**src/sv/epq_pkg.sv**
```systemverilog
// Shared constants, widths and the arctangent table of the pose converter.
package epq_pkg;

    // Default number of rotation steps in each sine/cosine pipeline.
    localparam int CORDIC_STEPS_DEF = 18;
    localparam int ATAN_LEN         = 24;

    // Field widths.
    localparam int POS_W = 32;
    localparam int DEG_W = 26;
    localparam int RAD_W = 20;
    localparam int Q_W   = 18;

    // Datapath width of the rotation pipeline (Q.30 values and headroom).
    localparam int CW = 33;

    // Angle scaling constants.
    localparam logic signed [DEG_W-1:0] DEG_LIMIT = 26'sd23592960;
    localparam logic [26:0]             DEG2RAD_Q32 = 27'd74961321;

    // Half-angle range reduction constants in Q.30.
    localparam logic signed [CW-1:0] PI_Q30     = 33'sd3373259426;
    localparam logic signed [CW-1:0] HALFPI_Q30 = 33'sd1686629713;
    localparam logic signed [CW-1:0] GAIN_Q30   = 33'sh026DD3B6A;

    // Quaternion saturation limit in Q1.16.
    localparam logic signed [Q_W-1:0] Q16_ONE = 18'sd65536;

    // Arctangent of 2^-i in Q.30.
    function automatic logic signed [CW-1:0] atan_q30(input logic [4:0] idx);
        logic signed [CW-1:0] val;
        unique case (idx)
            5'd0:    val = 33'sh03243F6A8;
            5'd1:    val = 33'sh01DAC6705;
            5'd2:    val = 33'sh00FADBAFC;
            5'd3:    val = 33'sh007F56EA6;
            5'd4:    val = 33'sh003FEAB76;
            5'd5:    val = 33'sh001FFD55B;
            5'd6:    val = 33'sh000FFFAAA;
            5'd7:    val = 33'sh0007FFF55;
            5'd8:    val = 33'sh0003FFFEA;
            5'd9:    val = 33'sh0001FFFFD;
            5'd10:   val = 33'sh0000FFFFF;
            5'd11:   val = 33'sh00007FFFF;
            5'd12:   val = 33'sh00003FFFF;
            5'd13:   val = 33'sh00001FFFF;
            5'd14:   val = 33'sh00000FFFF;
            5'd15:   val = 33'sh000007FFF;
            5'd16:   val = 33'sh000003FFF;
            5'd17:   val = 33'sh000001FFF;
            5'd18:   val = 33'sh000000FFF;
            5'd19:   val = 33'sh0000007FF;
            5'd20:   val = 33'sh0000003FF;
            5'd21:   val = 33'sh0000001FF;
            5'd22:   val = 33'sh0000000FF;
            5'd23:   val = 33'sh00000007F;
            default: val = '0;
        endcase
        return val;
    endfunction

endpackage

```
**src/sv/epq_angle_conv.sv**
```systemverilog
// Degree to radian conversion with clamping, plus the output delay line.
module epq_angle_conv #(
    parameter int DEPTH = epq_pkg::CORDIC_STEPS_DEF + 5
) (
    input  logic                             aclk,
    input  logic [DEPTH-1:0]                 en,
    input  logic signed [epq_pkg::DEG_W-1:0] deg [3],
    output logic signed [epq_pkg::RAD_W-1:0] rad_first [3],
    output logic signed [epq_pkg::RAD_W-1:0] rad_out [3]
);

    logic signed [epq_pkg::RAD_W-1:0] rad_next [3];
    logic signed [epq_pkg::RAD_W-1:0] rad_reg [DEPTH][3];

    // Clamp to one turn, multiply by pi/180 in Q0.32 and round.
    always_comb begin
        logic signed [epq_pkg::DEG_W-1:0] dc;
        logic signed [53:0] prod;
        for (int k = 0; k < 3; k++) begin
            dc = deg[k];
            if (dc > epq_pkg::DEG_LIMIT) begin
                dc = epq_pkg::DEG_LIMIT;
            end else if (dc < -epq_pkg::DEG_LIMIT) begin
                dc = -epq_pkg::DEG_LIMIT;
            end
            prod = 54'(dc) * $signed({27'd0, epq_pkg::DEG2RAD_Q32});
            prod = prod + (54'sd1 <<< 31);
            rad_next[k] = prod[51:32];
        end
    end

    // First register and the alignment delay line.
    always_ff @(posedge aclk) begin
        if (en[0]) begin
            rad_reg[0] <= rad_next;
        end
        for (int j = 1; j < DEPTH; j++) begin
            if (en[j]) begin
                rad_reg[j] <= rad_reg[j-1];
            end
        end
    end

    assign rad_first = rad_reg[0];
    assign rad_out   = rad_reg[DEPTH-1];

endmodule

```
**config.mk**
```make
export PLATFORM = sky130hd
export DESIGN_NAME = epq_angle_conv
export DESIGN_NICKNAME = d
export VERILOG_FILES = /design/src/sv/epq_pkg.sv /design/src/sv/epq_angle_conv.sv
export SDC_FILE = /design/constraint.sdc
export NUM_CORES = 2
export LEC_CHECK = 0
export ABC_CLOCK_PERIOD_IN_PS = 16950
export CAP_MARGIN = 20
export CELL_PAD_IN_SITES_DETAIL_PLACEMENT = 2
export CELL_PAD_IN_SITES_GLOBAL_PLACEMENT = 2
export CORE_UTILIZATION = 52
export DETAILED_ROUTE_END_ITERATION = 10
export DONT_BUFFER_PORTS = 1
export PLACE_DENSITY_LB_ADDON = 0.08
export SLEW_MARGIN = 20
export SYNTH_ARGS = -nofsm -noshare
export SYNTH_HDL_FRONTEND = slang
export SYNTH_SLANG_ARGS = --single-unit
```
**constraint.sdc**
```tcl
create_clock -name aclk -period 16.95 [get_ports aclk]
set_input_delay 3.39 -clock aclk [delete_from_list [all_inputs] [get_ports aclk]]
set_output_delay 3.39 -clock aclk [all_outputs]
set_load 0.1 [all_outputs]
```
==> results of run 1 <==
==> cells by family after synthesis <==
kind of cell	share of synthesized area, %
and+or+nand+nor	2.26
buffers and inverters	7.29
AOI/OAI and AO/OA	3.01
adders and majority gates	33.1
xor gates and xnor gates	0.837
DFF	53.5
==> stage by stage <==
| step | hold WS [ns] | cells | setup slack (ns) | cell area, µm² |
|---|---|---|---|---|
| global placement | 0.400 | 6915 | 3.87 | 79100 |
| floorplan | 0.400 | 5097 | 5.99 | 77500 |
==> metrics.md, run 1 <==
| Metric | Value |
|---|---|
| Post-synthesis net count | `6789` |
| Top_reg_cell synth | `edfxtp_1` |
| Post-synth top cells | `1380 x edfxtp_1, 1249 x inv_1, 825 x ha_1` |
| IO Count | `222` |
| Yosys warns | `0` |
| Post-synthesis cell count | `5097` |
| Gpl congestion | `0.889` |
| Flops & latches, synth | `1380` |
| Die Y | `388 µm` |
| Num rows | `141` |
| DP Wirelength | `281000 µm` |
| Asr flop ratio synth | `0%` |
| Count leader, synth | `edfxtp_1` |
| Tool error | `[ERROR DPL-0033] detailed placement checks failed during check placement.` |
| Mapped Area | `77500 µm²` |
| Top cell type's share of synthesized area | `53.5%` |
| Last stage | `detailed placement` |
| Biggest area consumer among synthesized cells | `edfxtp_1` |
| Starting Density | `52.4%` |
| Chip width | `388 µm` |
| Number of port buffers | `0` |
| Status | `stopped before the end` |
| Leading post-synthesis cells by cell area | `edfxtp_1 54%, fa_1 20%, ha_1 13%` |
| Post-Syn Area per Cell | `15.2 µm²` |
| Post-synthesis cell type count | `75` |
| Number of flops mapped to enable cells by yosys | `1380` |
| Register area share after synthesis | `53.5%` |
==> run 2, diff against run 1 <==
Settings changed: CELL_PAD_IN_SITES_DETAIL_PLACEMENT 2 to not set, CELL_PAD_IN_SITES_GLOBAL_PLACEMENT 2 to not set, CORE_UTILIZATION 52 to 40, PLACE_DENSITY_LB_ADDON 0.08 to 0.15.
==> run 2 against run 1 <==
Effect of this change: the flow now finishes without violations; synthesized cell count unchanged; synthesized area unchanged.
==> metrics.md, run 2 <==
| Metric | Value |
|---|---|
| Gpl congestion | `0.902` |
| Post-synth top cells | `1380 x edfxtp_1, 1249 x inv_1, 825 x ha_1` |
| Vias per cell | `4.59` |
| Ant. Diodes | `0` |
| Maxcap violations | `0` |
| Post-synthesis net count | `6789` |
| Worst-path maximum fanout | `21` |
| CP Capture Type | `flip-flop` |
| Setup crit start kind | `input port` |
| Post-synthesis cell count | `5097` |
| Most frequent cells in the layout | `1380 x edfxtp_1, 1249 x inv_1, 825 x ha_1, 765 x fa_1, 137 x clkbuf_16` |
| Biggest area consumer among synthesized cells | `edfxtp_1` |
| Class of the worst hold path | `flip-flop to flip-flop` |
| Core Box Area | `192000 µm²` |
| Design area | `84000 µm²` |
| WP data required | `17.41 ns` |
| Max FFs per register | `1380` |
| GRT overflow | `0` |
| Hold Violations, Final | `0` |
| CTS Sinks | `1380` |
| Worst Tran Pin Value | `1.22 ns` |
| Wire per inst | `18.7 µm` |
| Clock slew at reported path FFs | `0.06 ns` |
| Layout area overhead | `8.46%` |
| PostCTS Resize Cnt | `0` |
| Post-Syn Area per Cell | `15.2 µm²` |
| Crit path max-delay cell type | `and2_1` |
| Die Y | `442 µm` |
| Slew margin rel. | `18.7%` |
| Clk_lat worst skew | `0.70 ns` |
| Yosys warns | `0` |
| RSZ-0062 raised after global routing | `no` |
| CTS tree | `done` |
| Maximum number of pins on one net before global-route repair | `61` |
| Total number of vias | `35.6k` |
| Top cell type's share of synthesized area | `53.5%` |
| Fill cells | `17.2k` |
| Mapped Area | `77500 µm²` |
| Asr flop ratio synth | `0%` |
| Flops & latches, synth | `1380` |
| Number of port buffers | `0` |
| CTS Buf Count | `135` |
| Number of flops mapped to enable cells by yosys | `1380` |
| Buffers inserted by post-CTS timing repair | `0` |
| Initial antenna violation count | `1` |
| Global-route wire length before repair | `226000 µm` |
| IO Count | `222` |
| DRC viols | `0` |
| Top_reg_cell synth | `edfxtp_1` |
| Commonest non-fill, non-tap cell in the layout | `edfxtp_1` |
| Most frequent CP cell | `fa_1` |
| GRT Util Overall | `15.1%` |
| Post-Route Skew | `0.0200 ns` |
| Kind of critical path | `input port to flip-flop` |
| Post-synthesis cell type count | `75` |
| CTS max path bufs | `3` |
| TNS Setup | `0 ns` |
| Final setup vio count | `0` |
| Chip width | `442 µm` |
| DP Wirelength | `120000 µm` |
| Cts hold-fix bufs | `0` |
| Post-DRT Antenna Nets | `0` |
| Count leader, synth | `edfxtp_1` |
| Worst path max stage delay | `0.68 ns` |
| Register area share after synthesis | `53.5%` |
| DR pass1 iterations | `4` |
| Worst Path Arrival | `12.84 ns` |
| FMAX | `80.8 MHz` |
| Final core utilization | `43.7%` |
| Minimum clock period | `12.38 ns` |
| Initial drt markers | `1642` |
| Share of cells above drive strength 1 | `4.54%` |
| Final nets | `6812` |
| Final worst path period share | `73.0%` |
| Final wirelength | `145000 µm` |
| Die area | `195000 µm²` |
| WHS | `0.398 ns` |
| Status | `finished, final reports clean` |
| Num rows | `161` |
| Dpl cell area | `79800 µm²` |
| # H-tree levels | `4` |
| Vias in the first global route | `38.5k` |
| Final Max Tran Viols | `0` |
| Root Driver | `clkbuf_16` |
| Starting Density | `40.3%` |
| Leading post-synthesis cells by cell area | `edfxtp_1 54%, fa_1 20%, ha_1 13%` |
[run 2: cell counts after synthesis]
Identical to the previous run, type by type.
[run 2: worst paths after layout]
check | slack, ns | to | start | cells after the start
hold / removal | 0.40 | rad_reg[1][43] | rad_reg[0][463] | 0
setup reg to reg | 15.41 | rad_reg[0][85] | rad_reg[0][25] | 0
hold reg to reg | 0.40 | rad_reg[1][43] | rad_reg[0][463] | 0
setup / recovery | 4.57 | rad_reg[0][58] | deg[55] | 26
[run 2: routing by layer]
| layer | GRT usage [%] | up-vias | wire length, µm |
|---|---|---|---|
| met4 | 5.86 | 2 | 5630 |
| li1 | - | 17000 | - |
| met1 | 19.7 | 17700 | 63900 |
| met5 | 0 | - | 12 |
| met3 | 1.92 | 209 | 4220 |
| met2 | 25.7 | 580 | 70900 |
[run 2: kinds of logic (layout without fill, tap and decap cells)]
logic type	Yosys count	after routing	synth area share, %
AOI/OAI and AO/OA	341	341	3.01
xor gates and xnor gates	74	74	0.837
adders and majority gates	1590	1590	33.1
buffers and inverters	1384	1512	7.29
DFF	1380	1380	53.5
and+or+nand+nor	328	328	2.26
[run 2: critical path, delay by kind of cell]
kind	cells	cell delay [ns]
fa+ha+maj	8	4.00
compound gates	9	3.03
simple gates	5	2.03
buf+inv	4	0.37
[run 2: per-stage QoR]
stage | setup WS (ns) | std cells
after global routing | 3.88 | 7751
final | 4.57 | 7751
after floorplan | 5.99 | 5097
after CTS | 4.20 | 7751
after detailed placement | 3.45 | 7509
after global placement | 3.57 | 7509
[run 2: final cells by class]
class	count	area (µm²)	area share [%]
Clock buffer	170	3550	4.23
Tap cell	2526	3160	3.76
Inverter	1249	4690	5.58
Sequential cell	1380	41400	49.3
Multi-Input combinational cell	2333	30400	36.2
Clock inverter	72	633	0.754
Timing Repair Buffer	21	158	0.188
Power of run 2 is left out: the tool's default activity adds up to more than one toggle a clock period on the data nets, which glitch-free logic cannot reach.
