--- config.mk ---
export PLATFORM = sky130hd
export DESIGN_NAME = epq_pos_scale
export DESIGN_NICKNAME = d
export VERILOG_FILES = /design/src/sv/epq_pkg.sv /design/src/sv/epq_pos_scale.sv
export SDC_FILE = /design/constraint.sdc
export NUM_CORES = 2
export LEC_CHECK = 0
export BUFFER_PORTS_ARGS = -buffer_cell sky130_fd_sc_hd__buf_2
export CELL_PAD_IN_SITES_DETAIL_PLACEMENT = 2
export CELL_PAD_IN_SITES_GLOBAL_PLACEMENT = 2
export CORE_ASPECT_RATIO = 0.8
export CORE_UTILIZATION = 30
export DETAILED_ROUTE_END_ITERATION = 6
export GPL_TIMING_DRIVEN = 1
export PLACE_DENSITY = 0.6
export SLEW_MARGIN = 20
export SYNTH_ARGS = -nofsm -noshare
export SYNTH_HDL_FRONTEND = slang
export SYNTH_SLANG_ARGS = --single-unit
--- constraint.sdc ---
create_clock -name aclk -period 14.66 [get_ports aclk]
set_input_delay 2.199 -clock aclk [delete_from_list [all_inputs] [get_ports aclk]]
set_output_delay 2.199 -clock aclk [all_outputs]
set_load 0.02 [all_outputs]
--- src/sv/epq_pkg.sv ---
// Shared constants, widths and the arctangent table of the pose converter.
package epq_pkg;

    // Default number of rotation steps in each sine/cosine pipeline.
    localparam int CORDIC_STEPS_DEF = 18;
    localparam int ATAN_LEN         = 24;

    // Field widths.
    localparam int POS_W = 32;
    localparam int DEG_W = 26;
    localparam int RAD_W = 20;
    localparam int Q_W   = 18;

    // Datapath width of the rotation pipeline (Q.30 values and headroom).
    localparam int CW = 33;

    // Angle scaling constants.
    localparam logic signed [DEG_W-1:0] DEG_LIMIT = 26'sd23592960;
    localparam logic [26:0]             DEG2RAD_Q32 = 27'd74961321;

    // Half-angle range reduction constants in Q.30.
    localparam logic signed [CW-1:0] PI_Q30     = 33'sd3373259426;
    localparam logic signed [CW-1:0] HALFPI_Q30 = 33'sd1686629713;
    localparam logic signed [CW-1:0] GAIN_Q30   = 33'sh026DD3B6A;

    // Quaternion saturation limit in Q1.16.
    localparam logic signed [Q_W-1:0] Q16_ONE = 18'sd65536;

    // Arctangent of 2^-i in Q.30.
    function automatic logic signed [CW-1:0] atan_q30(input logic [4:0] idx);
        logic signed [CW-1:0] val;
        unique case (idx)
            5'd0:    val = 33'sh03243F6A8;
            5'd1:    val = 33'sh01DAC6705;
            5'd2:    val = 33'sh00FADBAFC;
            5'd3:    val = 33'sh007F56EA6;
            5'd4:    val = 33'sh003FEAB76;
            5'd5:    val = 33'sh001FFD55B;
            5'd6:    val = 33'sh000FFFAAA;
            5'd7:    val = 33'sh0007FFF55;
            5'd8:    val = 33'sh0003FFFEA;
            5'd9:    val = 33'sh0001FFFFD;
            5'd10:   val = 33'sh0000FFFFF;
            5'd11:   val = 33'sh00007FFFF;
            5'd12:   val = 33'sh00003FFFF;
            5'd13:   val = 33'sh00001FFFF;
            5'd14:   val = 33'sh00000FFFF;
            5'd15:   val = 33'sh000007FFF;
            5'd16:   val = 33'sh000003FFF;
            5'd17:   val = 33'sh000001FFF;
            5'd18:   val = 33'sh000000FFF;
            5'd19:   val = 33'sh0000007FF;
            5'd20:   val = 33'sh0000003FF;
            5'd21:   val = 33'sh0000001FF;
            5'd22:   val = 33'sh0000000FF;
            5'd23:   val = 33'sh00000007F;
            default: val = '0;
        endcase
        return val;
    endfunction

endpackage

--- src/sv/epq_pos_scale.sv ---
// Millimetre to metre position scaling, divide by 125 through reciprocals.
module epq_pos_scale #(
    parameter int DEPTH = epq_pkg::CORDIC_STEPS_DEF + 5
) (
    input  logic                            aclk,
    input  logic [DEPTH-1:0]                en,
    input  logic signed [epq_pkg::POS_W-1:0] mm [3],
    output logic signed [epq_pkg::POS_W-1:0] m_out [3]
);

    // Offset that makes the dividend positive: 125 * 2^32.
    localparam logic signed [40:0] BIAS = 41'sd536870912000;
    localparam logic [20:0] RECIP_HI = 21'd1073742;
    localparam logic [27:0] RECIP_LO = 28'd137438954;

    logic [19:0] a_next [3];
    logic [19:0] b_next [3];
    logic [13:0] qa_next [3];
    logic [19:0] b_reg [3];
    logic [19:0] a_reg [3];
    logic [13:0] qa0_reg [3];
    logic [13:0] qa1_reg [3];
    logic [26:0] v_next [3];
    logic [26:0] v_reg [3];
    logic [31:0] res_next [3];
    logic [31:0] res_reg [DEPTH-2][3];

    // Stage 0: split the biased dividend and divide its upper part.
    always_comb begin
        logic signed [40:0] mp;
        logic [40:0] prod_hi;
        for (int k = 0; k < 3; k++) begin
            mp = (41'(mm[k]) <<< 5) + 41'sd62 + BIAS;
            a_next[k] = mp[39:20];
            b_next[k] = mp[19:0];
            prod_hi = 41'(a_next[k]) * 41'(RECIP_HI);
            qa_next[k] = prod_hi[40:27];
        end
    end

    // Stage 1 remainder and stage 2 lower quotient.
    always_comb begin
        logic [20:0] qa_mul;
        logic [6:0]  ra;
        logic [54:0] prod_lo;
        for (int k = 0; k < 3; k++) begin
            qa_mul = 21'(qa0_reg[k]) * 21'd125;
            ra = 7'(21'(a_reg[k]) - qa_mul);
            v_next[k] = {ra, b_reg[k]};
            prod_lo = 55'(v_reg[k]) * 55'(RECIP_LO);
            res_next[k] = {qa1_reg[k][11:0], prod_lo[53:34]};
        end
    end

    // Stage registers and the delay line that aligns with the quaternion path.
    always_ff @(posedge aclk) begin
        if (en[0]) begin
            a_reg   <= a_next;
            b_reg   <= b_next;
            qa0_reg <= qa_next;
        end
        if (en[1]) begin
            v_reg   <= v_next;
            qa1_reg <= qa0_reg;
        end
        if (en[2]) begin
            res_reg[0] <= res_next;
        end
        for (int j = 1; j < DEPTH - 2; j++) begin
            if (en[j+2]) begin
                res_reg[j] <= res_reg[j-1];
            end
        end
    end

    always_comb begin
        for (int k = 0; k < 3; k++) begin
            m_out[k] = $signed(res_reg[DEPTH-3][k]);
        end
    end

endmodule

After elaboration in Yosys (flattened, before gate mapping)
Memories as Yosys holds them, arrays and structs flattened.
Cells that the tools add are included.
Widths: inputs -> output; s select.
{ "totals": {"in_bits": 120, "mem_count": 1, "regBits": 240, "ram_bits": 2016, "word_cells": 76} }
{ "memory_table": {"columns": ["memory", "words", "word_bits", "read_ports", "rd_clocked_by_memory_dff", "wr", "line", "source"], "rows": [
  ["res_reg", 21, 96, 21, 0, 21, "epq_pos_scale.sv:26", "logic [31:0] res_reg [DEPTH-2][3];"]
]} }
{ "op_classes": {"muxes": 42, "n_addsub": 9, "n_mul": 9} }
{ "op_table": {"columns": ["op", "n"], "rows": [
  ["$mul 27x27->53 const B", 3],
  ["$add 38x40->40 const B", 3],
  ["$mul 20x20->40 const B", 3],
  ["$add 37x7->38 const B", 3],
  ["$mul 14x7->7 const B", 3],
  ["$mux 1", 42],
  ["$sub 7x7->7", 3]
]} }

Logic depth before layout (Yosys ltp)
{ "depth": {"ltp_word": 3, "depth_mapped": 30, "depth_no_buf": 30} }

Least setup slack after synthesis
No wires, ideal clock.
{ "synth_timing": {"path_kind": "input -> register", "startpoint": "in mm[64] (netlist name)", "endpoint": "reg qa0_reg[36] (netlist name) (data pin)", "path_stages": 28, "path_buffers": 1, "setup_time_ns": 0.258, "required_ns": 14.402, "path_slack_ns": 5.833, "arrival_time_ns": 8.570, "path_cell_list": "ha_1 > and4_1 > and4b_1 > buf_2 > and3_1 > a21oi_1 > nor2b_1 > nor3_1 > nor2_1 > inv_1 > ha_1 > fa_1 > fa_1 > inv_1 > fa_1 > fa_1 > inv_1 > ha_1 > ha_1 > a21o_1 > a21o_1 > a2111oi_2 > o22ai_1 > a311oi_1 > a21oi_1 > a211o_1 > a21oi_1 > xnor2_1"} }
{ "synth_rtl": {"columns": ["item", "line", "source"], "rows": [
  ["from (decl)", "epq_pos_scale.sv:7", "input logic signed [epq_pkg::POS_W-1:0] mm [3],"],
  ["to (signal assigned)", "epq_pos_scale.sv:60", "qa0_reg <= qa_next;"],
  ["to (decl)", "epq_pos_scale.sv:21", "logic [13:0] qa0_reg [3];"]
]} }

==> impl_metrics.xml <==
<?xml version="1.0" encoding="UTF-8"?>
<metrics>
  <group name="run_status">
    <metric name="status" unit="">finished, final reports clean</metric>
  </group>
  <group name="timing">
    <metric name="maxSlewViolCount" unit="">0</metric>
    <metric name="post-route-min-period" unit="ns">9.365</metric>
    <metric name="setup_tns" unit="ns">0</metric>
    <metric name="fin_worst_skew" unit="ns">0.07885</metric>
    <metric name="worst_slew_margin_rel" unit="%">24.86</metric>
    <metric name="finalSetupViolCount" unit="">0</metric>
    <metric name="maximum_clock_frequency" unit="MHz">106.8</metric>
    <metric name="timing.final.hold_violations" unit="">0</metric>
    <metric name="rsz0062_at_grt" unit="">false</metric>
    <metric name="timing.final.crit_share" unit="%">63.88</metric>
    <metric name="worstMarginPinSlew" unit="ns">1.119</metric>
    <metric name="layout_setup_ws" unit="ns">5.295</metric>
  </group>
  <group name="synth">
    <metric name="synth_async_sr_flop_share" unit="%">0</metric>
    <metric name="ys_dominant_reg_cell" unit="">sky130_fd_sc_hd__edfxtp_1</metric>
    <metric name="mappedNetlistNets" unit="">9349</metric>
    <metric name="area_of_the_mapped_netlist" unit="mm2">0.1139</metric>
    <metric name="syn_avg_cell_area" unit="um2">16.14</metric>
    <metric name="post_synth_inst_count" unit="">7056</metric>
    <metric name="ys_seq_area_share" unit="%">58.55</metric>
    <metric name="count_of_synthesis_stage_warnings_from_yosys" unit="">0</metric>
    <metric name="ys_types" unit="">79</metric>
    <metric name="flops_latches_synth" unit="">2220</metric>
    <metric name="synth_edf_count" unit="">2220</metric>
  </group>
  <group name="layout">
    <metric name="largest_register_ffs" unit="">2016</metric>
    <metric name="syn_to_final_growth" unit="%">12.70</metric>
    <metric name="num-nets-final" unit="">9746</metric>
    <metric name="post_route_cells_drive_above_1_share" unit="%">8.024</metric>
    <metric name="final_common_cell" unit="">sky130_fd_sc_hd__edfxtp_1</metric>
    <metric name="final_cell_mix" unit="">2220 x sky130_fd_sc_hd__edfxtp_1, 1492 x sky130_fd_sc_hd__inv_1, 1290 x sky130_fd_sc_hd__ha_1</metric>
    <metric name="finish.instance_area" unit="mm2">0.1283</metric>
    <metric name="fillerInstances" unit="">38170</metric>
  </group>
  <group name="setup_path">
    <metric name="setup.reg_to_reg.worst_slack" unit="ns">6.77</metric>
    <metric name="critical-path-max-stage-delay" unit="ns">0.58</metric>
    <metric name="cp_max_fo" unit="">7</metric>
    <metric name="worstPathRequired" unit="ns">15.26</metric>
    <metric name="worst_path_max_delay_cell" unit="">sky130_fd_sc_hd__nor2_1</metric>
    <metric name="regToRegEndpoint" unit="">res_reg[0][10]$_DFFE_PP_</metric>
    <metric name="timing.critical_path.from_type" unit="">input port</metric>
    <metric name="regToRegStartpoint" unit="">v_reg[25]$_DFFE_PP_</metric>
    <metric name="worstSetupEndpointType" unit="">flop</metric>
    <metric name="critical_path_arrival" unit="ns">9.97</metric>
    <metric name="worst-setup-path-type" unit="">in -&gt; reg</metric>
    <metric name="ff2ff_path_depth" unit="">21</metric>
  </group>
  <group name="worst_hold_path">
    <metric name="min-delay-path-class" unit="">reg -&gt; reg</metric>
    <metric name="worst_hold_path.endpoint" unit="">res_reg[0][161]$_DFFE_PP_</metric>
    <metric name="hold_path.startpoint" unit="">res_reg[0][65]$_DFFE_PP_</metric>
    <metric name="worst_hold_path.num_cells" unit="">0</metric>
  </group>
  <group name="grt">
    <metric name="globalRouteTotalUtil" unit="%">15.52</metric>
    <metric name="grt.overflow.total" unit="">0</metric>
    <metric name="antenna_violations_before_repair" unit="">10</metric>
    <metric name="global_route_wire_length_before_repair" unit="mm">440.1</metric>
    <metric name="grt_max_degree" unit="">97</metric>
    <metric name="first_global_vias" unit="">64850</metric>
  </group>
  <group name="placement">
    <metric name="placement.cell_area" unit="mm2">0.1208</metric>
    <metric name="gpl.final_weighted_congestion" unit="">0.8263</metric>
    <metric name="place_worst_setup_slack" unit="ns">4.458</metric>
    <metric name="port_buffers" unit="">215</metric>
    <metric name="post-dp-hpwl" unit="mm">233.8</metric>
  </group>
  <group name="job">
    <metric name="drv_cap" unit="">0</metric>
  </group>
  <group name="die">
    <metric name="row_count" unit="">201</metric>
    <metric name="core_region_area" unit="mm2">0.3762</metric>
    <metric name="floorplan_die_area" unit="mm2">0.3820</metric>
    <metric name="floorplan.die.height" unit="um">553.0</metric>
    <metric name="ios" unit="">216</metric>
    <metric name="die_width" unit="um">690.8</metric>
    <metric name="initial_utilization" unit="%">30.26</metric>
  </group>
  <group name="clocking">
    <metric name="cts.sink_count" unit="">2220</metric>
    <metric name="cts_hold_buffers" unit="">0</metric>
    <metric name="cts_max_level" unit="">4</metric>
    <metric name="cts.repair_timing.setup_buffer_count" unit="">0</metric>
    <metric name="worst_setup_hold_path_clk_slew" unit="ns">0.07</metric>
    <metric name="clock_tree.root_cell" unit="">sky130_fd_sc_hd__clkbuf_16</metric>
    <metric name="worst_skew_pair.late_latency" unit="ns">0.91</metric>
    <metric name="clock_tree.buffer_depth" unit="">4</metric>
    <metric name="tritoncts.num_buffers" unit="">230</metric>
    <metric name="post_cts_resized" unit="">0</metric>
    <metric name="tritoncts" unit="">yes</metric>
  </group>
  <group name="drt">
    <metric name="wl" unit="mm">295.0</metric>
    <metric name="dr.first_iter.drc_count" unit="">2466</metric>
    <metric name="drt_pre_antenna_iters" unit="">6</metric>
    <metric name="drt-vias-per-instance" unit="">4.355</metric>
    <metric name="antenna_violating_nets_post_route" unit="">0</metric>
    <metric name="route.vias.total" unit="">54940</metric>
    <metric name="route.detailed.drc" unit="">0</metric>
    <metric name="wl_per_cell" unit="um">23.38</metric>
  </group>
</metrics>
[stage by stage]
| step | util, % | hold slack [ns] | cells |
|---|---|---|---|
| final | 34.10 | 0.3629 | 12620 |
| after floorplan | - | 0.4003 | 7056 |
| after global placement | 32.12 | 0.4015 | 12190 |
| after global routing | 34.10 | 0.3541 | 12610 |
| after CTS | 34.09 | 0.3451 | 12610 |
| after detailed placement | 32.12 | 0.4052 | 12190 |
[cells by family (layout without fill, tap and decap cells)]
| logic type | after synthesis | in the layout | synth area share, % |
|---|---|---|---|
| flops | 2220 | 2220 | 58.55 |
| mux | 5 | 5 | 0.05274 |
| buf+inv | 1589 | 2173 | 5.556 |
| xor+xnor | 234 | 234 | 1.807 |
| other cells | 0 | 3 | 0 |
| compound gates | 413 | 413 | 2.370 |
| fa+ha+maj | 2173 | 2173 | 29.70 |
| simple gates | 422 | 422 | 1.958 |
[worst max path at each step]
stage / endpoint / cells after the start / start
after floorplan: qa0_reg[36]$_DFFE_PP_ / 28 / mm[64]
after global placement: qa0_reg[36]$_DFFE_PP_ / 28 / mm[64]
after detailed placement: qa0_reg[36]$_DFFE_PP_ / 28 / mm[64]
after CTS: qa0_reg[36]$_DFFE_PP_ / 28 / mm[64]
after global routing: qa0_reg[36]$_DFFE_PP_ / 28 / mm[64]
final: qa0_reg[36]$_DFFE_PP_ / 28 / mm[64]
[cell usage after synthesis (4+ instances only)]
cell type	n	area [um2]
sky130_fd_sc_hd__a211o_1	4	35.03
sky130_fd_sc_hd__a211oi_1	21	157.7
sky130_fd_sc_hd__a21boi_0	4	30.03
sky130_fd_sc_hd__a21o_1	78	585.6
sky130_fd_sc_hd__a21oi_1	134	670.6
sky130_fd_sc_hd__a221oi_1	5	43.79
sky130_fd_sc_hd__a31oi_1	12	75.07
sky130_fd_sc_hd__and2_1	13	81.33
sky130_fd_sc_hd__and3_1	25	156.4
sky130_fd_sc_hd__and4_1	18	157.7
sky130_fd_sc_hd__buf_4	96	720.7
sky130_fd_sc_hd__edfxtp_1	2220	66660
sky130_fd_sc_hd__fa_1	883	17680
sky130_fd_sc_hd__ha_1	1290	16140
sky130_fd_sc_hd__inv_1	1492	5600
sky130_fd_sc_hd__mux2_2	4	45.04
sky130_fd_sc_hd__nand2_1	91	341.6
sky130_fd_sc_hd__nand2b_1	12	75.07
sky130_fd_sc_hd__nand3_1	53	265.3
sky130_fd_sc_hd__nand4_1	35	219.0
sky130_fd_sc_hd__nor2_1	84	315.3
sky130_fd_sc_hd__nor2b_1	17	106.4
sky130_fd_sc_hd__nor3_1	24	120.1
sky130_fd_sc_hd__nor3b_1	5	37.54
sky130_fd_sc_hd__nor4_1	8	50.05
sky130_fd_sc_hd__o2111ai_1	6	52.55
sky130_fd_sc_hd__o211ai_1	15	112.6
sky130_fd_sc_hd__o21a_1	15	112.6
sky130_fd_sc_hd__o21ai_0	60	300.3
sky130_fd_sc_hd__o21bai_1	12	90.09
sky130_fd_sc_hd__o22a_1	4	35.03
sky130_fd_sc_hd__o31ai_1	4	30.03
sky130_fd_sc_hd__or2_2	10	62.56
sky130_fd_sc_hd__or3_1	5	31.28
sky130_fd_sc_hd__or4_1	5	37.54
sky130_fd_sc_hd__xnor2_1	159	1393
sky130_fd_sc_hd__xor2_1	74	648.1
[routing by layer]
metal | up-vias | wire (um) | global-route usage [%]
met5 | - | 77 | 0
li1 | 25100 | - | -
met2 | 861 | 147100 | 27.24
met3 | 380 | 9723 | 2.150
met4 | 10 | 7195 | 3.709
met1 | 28590 | 130900 | 20.26
[cell type report]
class                      instances  area (um2)  share of cell area (%)
antenna                            3       7.507                0.005851
clock buffer                     273        5917                   4.612
clock inverter                   146        1484                   1.157
inverter                        1492        5600                   4.365
multi-input combinational       3247       40890                   31.87
sequential                      2220       66660                   51.96
tap                             4973        6222                   4.849
timing repair buffer             262        1521                   1.186
[critical path, delay by kind of cell]
kind | cells | cell delay (ns)
adders and majority gates | 8 | 3.27
and+or+nand+nor | 6 | 1.74
buffers and inverters | 4 | 0.60
xor gates and xnor gates | 1 | 0.09
AOI/OAI and AO/OA | 9 | 2.07
Power is left out: the tool's default activity adds up to more than one toggle a clock period on the data nets, which glitch-free logic cannot reach.
